===== src/rtl/sdm_pkg.sv =====
// ----------------------------------------------------------------------------
// sdm_pkg: shared types and constants for the two-voice sine DDS mixer
// Field widths, register indexes and the shared multiplier request type.
// ----------------------------------------------------------------------------
package sdm_pkg;

    localparam int SAMPLE_W  = 15;
    localparam int VOLUME_W  = 12;
    localparam int STEP_W    = 26;
    localparam int LEVEL_W   = 6;
    localparam int CFG_IDX_W = 2;
    localparam int FRAC_W    = 16;
    localparam int MUL_B_W   = 12;
    localparam int MUL_P_W   = SAMPLE_W + MUL_B_W;

    localparam logic [CFG_IDX_W-1:0] REG_A_STEP = 2'd0;
    localparam logic [CFG_IDX_W-1:0] REG_B_STEP = 2'd1;

    localparam logic [MUL_B_W-1:0] SCALE_FIVE = 12'd5;

    typedef enum logic [1:0] {
        MSH_0,
        MSH_12,
        MSH_16
    } mul_shift_t;

    typedef struct packed {
        logic                en;
        logic [SAMPLE_W-1:0] a;
        logic [MUL_B_W-1:0]  b;
        mul_shift_t          sh;
    } mul_req_t;

endpackage


===== src/rtl/sdm_mul.sv =====
// ----------------------------------------------------------------------------
// sdm_mul: shared multiply-and-shift unit
// One registered 15x12 multiplier with a selectable right shift.
// ----------------------------------------------------------------------------
module sdm_mul (
    input  logic                         clk,
    input  sdm_pkg::mul_req_t            req,
    output logic [sdm_pkg::SAMPLE_W-1:0] q
);

    logic [sdm_pkg::MUL_P_W-1:0]  prod;
    logic [sdm_pkg::SAMPLE_W-1:0] shifted;
    logic [sdm_pkg::SAMPLE_W-1:0] q_reg;

    assign prod = sdm_pkg::MUL_P_W'(req.a) * sdm_pkg::MUL_P_W'(req.b);

    always_comb
    begin
        case (req.sh)
            sdm_pkg::MSH_16: shifted = sdm_pkg::SAMPLE_W'(prod >> 16);
            sdm_pkg::MSH_12: shifted = sdm_pkg::SAMPLE_W'(prod >> 12);
            sdm_pkg::MSH_0:  shifted = sdm_pkg::SAMPLE_W'(prod);
            default:         shifted = '0;
        endcase
    end

    always_ff @(posedge clk)
    begin
        if (req.en)
        begin
            q_reg <= shifted;
        end
    end

    assign q = q_reg;

endmodule


===== config.mk =====
export PLATFORM = sky130hd
export DESIGN_NAME = sdm_mul
export DESIGN_NICKNAME = d
export VERILOG_FILES = /design/src/rtl/sdm_pkg.sv /design/src/rtl/sdm_mul.sv
export SDC_FILE = /design/constraint.sdc
export NUM_CORES = 1
export LEC_CHECK = 0
export ABC_AREA = 1
export BUFFER_PORTS_ARGS = -buffer_cell sky130_fd_sc_hd__buf_4
export CAP_MARGIN = 20
export CELL_PAD_IN_SITES_DETAIL_PLACEMENT = 1
export CELL_PAD_IN_SITES_GLOBAL_PLACEMENT = 2
export CORE_AREA = 3 3 143 145
export DETAILED_ROUTE_END_ITERATION = 10
export DIE_AREA = 0 0 146 148
export PLACE_DENSITY = 0.91
export SETUP_SLACK_MARGIN = 0.4
export SLEW_MARGIN = 10
export SYNTH_ARGS = -nofsm -noshare
export SYNTH_HDL_FRONTEND = slang
export SYNTH_SLANG_ARGS = --single-unit

===== constraint.sdc =====
create_clock -name clk -period 8.1 [get_ports clk]
set_input_delay 2.025 -clock clk [delete_from_list [all_inputs] [get_ports clk]]
set_output_delay 2.025 -clock clk [all_outputs]
set_load 0.02 [all_outputs]

[Word level (Yosys, flattened, before mapping)]
Index checks and enable logic that the tools add are counted.
Storage, ports and cells
  register bits: 15
  output and inout port bits: 15
Cells by class
  eq/ne operators: 2
  multipliers: 1
  mux-type cells: 1
  reductions and logical operators: 1
Operators by type and width (count)
  $pmux 15 s3: 1
  $mul 15x12->27: 1
  $eq 2x1->1 const B: 1
  $eq 2x2->1 const B: 1
  $logic_not 2->1: 1

[Longest topological paths before layout]
Gate-level depths: netlist (run 1).
  depth after elaboration: 2
  depth in mapped cells: 26
  gate-level depth less buffers: 25

[Worst setup path before layout (run 1)]
Ideal clock, no wire load.
  kind: input-to-reg
  start: input req[21] (netlist bit)
  end: register q_reg (netlist bit q[0]) (data pin)
  buffers on the path: 1
  required time: 7841 ps
  setup time: 259 ps
  data arrival time: 6078 ps
  path slack: 1763 ps
  stages on the path: 20
  path through: clkbuf_1 nand2_1 fa_1 fa_1 fa_1 inv_1 fa_1 inv_1 fa_1 inv_1 ha_1 nand2_2 inv_1 nand2_1 nand2_1 inv_1 nand2_2 or2_2 nand3_1 nand3_1
Between the ends
  longest elaborated chain between the ends: 2
Ends and longest elaborated chain
  from (decl): RTL line sdm_mul.sv:7  | input sdm_pkg::mul_req_t req,
  $mul 15x12->27: RTL line sdm_mul.sv:15  | assign prod = sdm_pkg::MUL_P_W'(req.a) * sdm_pkg::MUL_P_W'(req.b);
  $pmux 15 s3: RTL line sdm_mul.sv:19  | case (req.sh)
  via shifted, one bit: RTL line sdm_mul.sv:12  | logic [sdm_pkg::SAMPLE_W-1:0] shifted;
  to (signal assigned): RTL line sdm_mul.sv:31  | q_reg <= shifted;
  to (decl): RTL line sdm_mul.sv:13  | logic [sdm_pkg::SAMPLE_W-1:0] q_reg;
The timed path passes the listed nets, and every way through them passes these cells.
A chain may end at the register's enable or synchronous reset.

[Worst setup path after layout (run 1)]
  start: input req[8] (netlist bit)
  end: register q_reg (netlist bit q[10]) (data pin)
The elaborated chain is that of the path after synthesis.

==> metrics.md, run 1 <==
| Metric | Value |
|---|---|
| Status | complete, no violations |
| Tot Pwr | 3.27 mW |
| Clock buffer depth | 2 |
| RSZ-0062 raised after global routing | false |
| VDD IR max | 0.208 mV |
| Antenna cells | 0 |
| Worst path cell trace | buf_4 -> nand2_1 -> fa_1 -> inv_1 -> fa_1 -> fa_1 -> fa_1 -> inv_1 -> fa_1 -> inv_1 -> ha_1 -> nand2_2 -> nor2_2 -> nand3_1 -> nand3_2 -> nand2_1 -> nand2_1 -> nand2_1 -> nand3_1 -> nand3_1 |
| IO Pins | 46 |
| IO buf count | 45 |
| CP max stage delay | 580 ps |
| Largest register FFs | 15 |
| Placed Area | 7680 um2 |
| Overflow after GRT | 0 |
| CTS tree | done |
| Die height | 148 um |
| Core area | 19300 um2 |
| First-pass GRT wire length | 34300 um |
| Slew @ Worst Pin | 1000 ps |
| Largest net degree at the start of global routing | 16 |
| Period utilization | 0.812 |
| Worst Hold Class | input pin to flop |
| Total CTS buffers | 3 |
| Synthesis-to-layout area growth | 9.20% |
| Max_cap viols | 0 |
| Final ANT Viol Nets | 0 |
| Initial DRC count | 295 |
| Die area | 21600 um2 |
| Htree depth | 1 |
| Routed len/inst | 15.3 um |
| Final WL | 19800 um |
| Cts repair resizes | 0 |
| Sequential area share after synthesis | 0.0633 |
| Worst setup EP type | flop |
| Vias | 6117 |
| Main area contributors after synthesis | fa_1 37%, nand2_1 17%, inv_1 16% |
| Yosys warnings | 0 |
| Synth top area share | 0.366 |
| CP Launch Type | input pin |
| Hpwl dp | 16800 um |
| Final WS setup | 1530 ps |
| Cells after synthesis | 1008 |
| DRT Pass-1 Iters | 4 |
| Dpl ws | 1290 ps |
| Count of final hold-check violations | 0 |
| Avg Inst Size Synth | 7.06 um2 |
| Unique cell type count in the Yosys netlist | 25 |
| Number of global-route vias before repair | 6931 |
| Data required, critical path | 8080 ps |
| Die width | 146 um |
| Crit-path most repeated cell | fa_1 |
| Starting Density | 0.368 |
| Vias per cell | 4.73 |
| Hold_buf cts | 0 |
| Fin Setup TNS | 0 ps |
| Max_slew headroom | 0.329 |
| Final Max Tran Viols | 0 |
| PwrDens | 421 nW/um2 |
| Synth Net Count | 1234 |
| Residual DRC | 0 |
| Slowest CP cell | fa_1 |
| Tot GR Track Use | 0.195 |
| RD Place Congestion | 0.811 |
| Mapped Area | 7120 um2 |
| Layout cells sized above 1 | 0.0719 |
| Fin area | 7770 um2 |
| Crit path DAT | 6560 ps |
| FP Rows | 51 |
| Yosys reg bits | 15 |
| Setup Crit Path Kind | input pin to flop |
| Crit Path Max Fanout | 15 |
| Cell accounting for the most synthesized area | fa_1 |
| Min cycle time layout | 6570 ps |
| F_max | 0.152 GHz |
| # Post-CTS Setup Buffers | 0 |
| Root Driver | clkbuf_16 |
| Initial antenna violation count | 0 |
| # clock sinks | 15 |
| Layout net count | 1256 |
| Final setup vio count | 0 |
| Clock transition at path regs | 50 ps |
| Pleak | 4.70 nW |
==> area by class of cell <==
class / count / area [um2]
fill: 2481 / 11600
sequential: 15 / 450
multi-input combinational: 661 / 5420
inverter: 302 / 1130
clock buffer: 4 / 78.8
timing repair buffer: 47 / 357
tap: 265 / 332
==> placed cells by master (no fill, tap or decap), drive strengths merged <==
cell and n:
fa 130, o21ai 5, nor3 3, clkbuf 4
inv 302, and2 1, ha 65, o21bai 2
or2 5, buf 47, nand2 328, a21o 2
nand4 6, nand3b 5, nor2 29, xor2 2
a21oi 17, nand3 61, edfxtp 15
==> path summary, 6_finish.rpt <==
path,cells past startpoint,start,to
min,1,req[29],q[3]
max,20,req[8],q[10]
==> worst max-delay path, delay by kind of cell <==
kind	cells	cell delay, ps
fa+ha+maj	6	2960
buf+inv	4	360
simple gates	10	1220
==> report_power, final <==
group / total [mW] / switching, mW / internal [mW]
combinational: 3.00 / 1.98 / 1.03
clock: 0.0975 / 0.0308 / 0.0668
sequential: 0.175 / 0.0136 / 0.161
total: 3.27 / 2.02 / 1.25
==> layer usage <==
metal	vias up	GRT usage	share of wire
met5	-	0	0
met4	0	0.0287	0.018
met3	25	0.0138	0.027
met2	77	0.378	0.54
met1	3085	0.243	0.42
li1	2930	-	-
==> through the flow <==
stage	std cells	utilization	hold WS (ps)
floorplan	1008	-	2140
finish	1294	0.402	2150
global route	1294	0.402	2160
global placement	1289	0.397	2410
detailed placement	1289	0.397	2410
CTS	1293	0.401	2160
==> synth_stat cells (all sizes together) <==
cell type	number
a21o	2
a21oi	17
and2	1
buf	1
clkbuf	29
edfxtp	15
fa	130
ha	65
inv	302
nand2	328
nand3	61
nand3b	5
nand4	6
nor2	29
nor3	3
o21ai	5
o21bai	2
or2	5
xor2	2
==> kinds of logic (layout without fill, tap and decap cells) <==
| logic type | after synthesis | after routing | synth area share |
|---|---|---|---|
| buffers and inverters | 332 | 353 | 0.175 |
| AO/OA/AOI/OAI | 26 | 26 | 0.0197 |
| flip-flops | 15 | 15 | 0.0633 |
| AND/OR/NAND/NOR | 438 | 438 | 0.259 |
| XOR/XNOR | 2 | 2 | 0.00246 |
| adder cells (fa/ha/maj) | 195 | 195 | 0.480 |
(Power assumes the default switching activity.)
==> run 2: changes to the inputs <==
--- a/config.mk
+++ b/config.mk
@@ -5,15 +5,15 @@
 export SDC_FILE = /design/constraint.sdc
 export NUM_CORES = 1
 export LEC_CHECK = 0
-export ABC_AREA = 1
+export ABC_AREA = 0
 export BUFFER_PORTS_ARGS = -buffer_cell sky130_fd_sc_hd__buf_4
 export CAP_MARGIN = 20
 export CELL_PAD_IN_SITES_DETAIL_PLACEMENT = 1
 export CELL_PAD_IN_SITES_GLOBAL_PLACEMENT = 2
-export CORE_AREA = 3 3 143 145
+export CORE_AREA = 3 3 139 141
 export DETAILED_ROUTE_END_ITERATION = 10
-export DIE_AREA = 0 0 146 148
-export PLACE_DENSITY = 0.91
+export DIE_AREA = 0 0 142 144
+export PLACE_DENSITY = 0.88
 export SETUP_SLACK_MARGIN = 0.4
 export SLEW_MARGIN = 10
 export SYNTH_ARGS = -nofsm -noshare
==> constraint.sdc (replaced) <==
create_clock -name clk -period 5.45 [get_ports clk]
set_input_delay 1.3625 -clock clk [delete_from_list [all_inputs] [get_ports clk]]
set_output_delay 1.3625 -clock clk [all_outputs]
set_load 0.02 [all_outputs]
==> run 2 against run 1 <==
Against the previous run:
- the run now ends with setup timing left
- count of clock-buffer cells in the layout unchanged
- cell count shrank 12%
- worst setup slack got worse by 2200 ps
- routed wire length is 2.5% lower
- sequential share of layout area is 0.74 points lower
- utilization grew 9.1 points
- flip-flop and latch count stayed put
- global-route usage fell by 0.095 points
- via count is 8.4% lower
- synthesized area down 8.0%
- synthesized cell count fell by 25%
- critical endpoint is now q[8]
- highest routed layer unchanged
==> metrics.md, run 2 <==
| Metric | Value |
|---|---|
| Initial DRC count | 162 (was 295) |
| F_max | 0.165 GHz |
| Wl on met1 | 7340 um (was 8230 um) |
| IO Pins | 46 (unchanged) |
| Initial antenna violation count | 0 (unchanged) |
| Htree depth | 1 (unchanged) |
| Largest register FFs | 15 (unchanged) |
| Core area | 18100 um2 (was 19300 um2) |
| Highest Signal Layer | met4 (unchanged) |
| Yosys warnings | 0 (unchanged) |
| Die height | 144 um (was 148 um) |
| Area of the multi-input gates | 5830 um2 (was 5420 um2) |
| Top-count cell post-synth | inv_1 (was nand2_1) |
| Clock transition at path regs | 50 ps (about the same) |
| Synthesis-to-layout area growth | 36.1% (was 9.20%) |
| CTS tree | done (unchanged) |
| Layout cells sized above 1 | 0.334 (was 0.0719) |
| Hold path depth | 1 (unchanged) |
| Overflow after GRT | 0 (unchanged) |
| Async set or reset register ratio after synthesis | 0 (unchanged) |
| Largest net degree at the start of global routing | 18 (was 16) |
| Layout net count | 1141 (was 1256) |
| # clock sinks | 15 (unchanged) |
| Slew @ Worst Pin | 426 ps (was 1000 ps) |
| Most used flip-flop cell after synthesis | edfxtp_1 (unchanged) |
| Crit path DAT | 6180 ps (was 6560 ps) |
| Hold_buf cts | 0 (unchanged) |
| FF/Latch Area | 450 um2 (unchanged) |
| Tot GR Track Use | 0.194 (was 0.195) |
| Sequential area share after synthesis | 0.0688 (was 0.0633) |
| Routed len/inst | 16.9 um (was 15.3 um) |
| Mapped Area | 6550 um2 (was 7120 um2) |
| Dpl ws | -1050 ps (was 1290 ps) |
| FP Rows | 49 (was 51) |
| Placed Area | 8110 um2 (was 7680 um2) |
| RSZ-0062 raised after global routing | true (was false) |
| Residual DRC | 0 (unchanged) |
| Unique cell type count in the Yosys netlist | 51 (was 25) |
| Avg Inst Size Synth | 8.63 um2 (was 7.06 um2) |
| IO buf count | 45 (unchanged) |
| DRT Pass-1 Iters | 4 (unchanged) |
| Final ANT Viol Nets | 0 (unchanged) |
| Status | finished, violations left (was complete, no violations) |
| Hold Crit Start | req[29] (unchanged) |
| Die area | 20400 um2 (was 21600 um2) |
| Root Driver | clkbuf_16 (unchanged) |
| Min cycle time layout | 6080 ps |
| Total CTS buffers | 3 (unchanged) |
| Synth Net Count | 985 (was 1234) |
| Cell accounting for the most synthesized area | fa_1 (unchanged) |
| Antenna cells | 0 (unchanged) |
| Starting Density | 0.362 (was 0.368) |
| Fin area | 8910 um2 (was 7770 um2) |
| Final non-filler cell total | 1143 (was 1294) |
| Period utilization | 1.12 |
| Setup Crit Path Kind | input pin to flop (unchanged) |
| Post-synth top cells | 180 x inv_1, 133 x nand2_1, 130 x fa_1 (was 318 x nand2_1, 302 x inv_1, 130 x fa_1) |
| Clock buffer depth | 2 (unchanged) |
| DP Cell Count | 1117 (was 1289) |
| Failing checks | setup timing |
| Hold Path End | q[0] (was q[3]) |
| CP Launch Type | input pin (unchanged) |
| Crit Path Max Fanout | 5 (was 15) |
| Main area contributors after synthesis | fa_1 40%, ha_1 12%, inv_1 10% (was fa_1 37%, nand2_1 17%, inv_1 16%) |
| Die width | 142 um (was 146 um) |
| Yosys reg bits | 15 (unchanged) |
| Data required, critical path | 5550 ps (was 8080 ps) |
| Worst Hold Class | input pin to flop (unchanged) |
| Cells after synthesis | 759 (was 1008) |
| Max_cap viols | 0 (unchanged) |
| Number of global-route vias before repair | 6397 (was 6931) |
| First-pass GRT wire length | 31800 um (was 34300 um) |
| RD Place Congestion | 0.820 (was 0.811) |
| Synth top area share | 0.397 (was 0.366) |
| Count of final hold-check violations | 0 (unchanged) |
| Most common cell after layout, fill and taps aside | inv_1 (was nand2_1) |
| Worst setup EP type | flop (unchanged) |
| Final setup vio count | 15 (was 0) |
| Final Max Tran Viols | 0 (unchanged) |
| Hpwl dp | 16000 um (was 16800 um) |
| Vias per cell | 4.90 (was 4.73) |
| Fill cell count | 2072 (was 2481) |
| Max_slew headroom | 0.714 (was 0.329) |
| Total length of routed met3 wires | 592 um (was 525 um) |
| Vias | 5606 (was 6117) |
| Most frequent cells in the layout | 155 x inv_1, 152 x buf_4, 120 x fa_1 (was 318 x nand2_1, 302 x inv_1, 130 x fa_1) |
| DR WL met2 | 10900 um (was 10700 um) |
| Final WL | 19300 um (was 19800 um) |
| EDFF count, synth | 15 (unchanged) |
| Final WS setup | -628 ps (was 1530 ps) |
run 2: layer usage:
metal | GRT usage | up-vias
met4 | 0.0354 | 0
met3 | 0.0112 | 38
met2 | 0.384 | 115
li1 | - | 2618
met5 | 0 | -
met1 | 0.234 | 2835
run 2: how the worst max path moves through the flow:
stage           end    start  depth (start not counted)  slack, ps
4_1_cts        q[8]   req[5]                         19       -580
6_report       q[8]   req[5]                         19       -630
3_3_place_gp   q[8]   req[8]                         20       -900
2_1_floorplan  q[8]  req[17]                         20       -630
5_1_grt        q[9]   req[6]                         20       -800
3_5_place_dp   q[8]   req[5]                         19      -1050
run 2: metrics by stage:
stage	hold WS, ps	setup TNS [ps]	util
after floorplan	1480	-5680	-
after global placement	1740	-11790	0.449
after detailed placement	1740	-13080	0.449
after CTS	1490	-7070	0.479
after global routing	1490	-10330	0.493
final	1490	-7970	0.493
run 2: final cells by class:
type | count | area share
repair buffers | 183 | 0.178
inverters | 180 | 0.0758
multi-input cells | 532 | 0.654
flip-flops and latches | 15 | 0.0506
well taps | 229 | 0.0322
clock buffers | 4 | 0.00885
run 2: worst max-delay path, cell delays in order:
cell       delay [ps]
bufbuf_16         230
nand2_1            70
fa_1              550
inv_1              60
fa_1              480
fa_2              500
fa_1              500
inv_1              50
fa_1              500
inv_2              50
ha_4              280
inv_2              30
or3_4             380
nor2_4            130
o211ai_4          120
a31oi_4           280
nand3_2           150
mux2_4            330
o21ai_2           110
run 2: kinds of logic (layout without fill, tap and decap cells):
| kind of cell | after synthesis | count (layout) | share of synthesized area |
|---|---|---|---|
| and+or+nand+nor | 230 | 230 | 0.161 |
| buffers and inverters | 212 | 367 | 0.122 |
| adders and majority gates | 195 | 195 | 0.522 |
| AOI/OAI and AO/OA | 82 | 82 | 0.0927 |
| xor gates and xnor gates | 21 | 21 | 0.0281 |
| DFF | 15 | 15 | 0.0688 |
| muxes | 4 | 4 | 0.00630 |
run 2: timing repair:
action / CTS / global route
gates cloned: 1 / 0
setup endpoints to repair: 15 / 15
gates resized for setup: 81 / 54
pin swaps: 53 / 37
buffers inserted: 16 / 5
Power of run 2 is not shown: default switching activity piles up to over one toggle a cycle in this logic, so the estimate is an artifact.
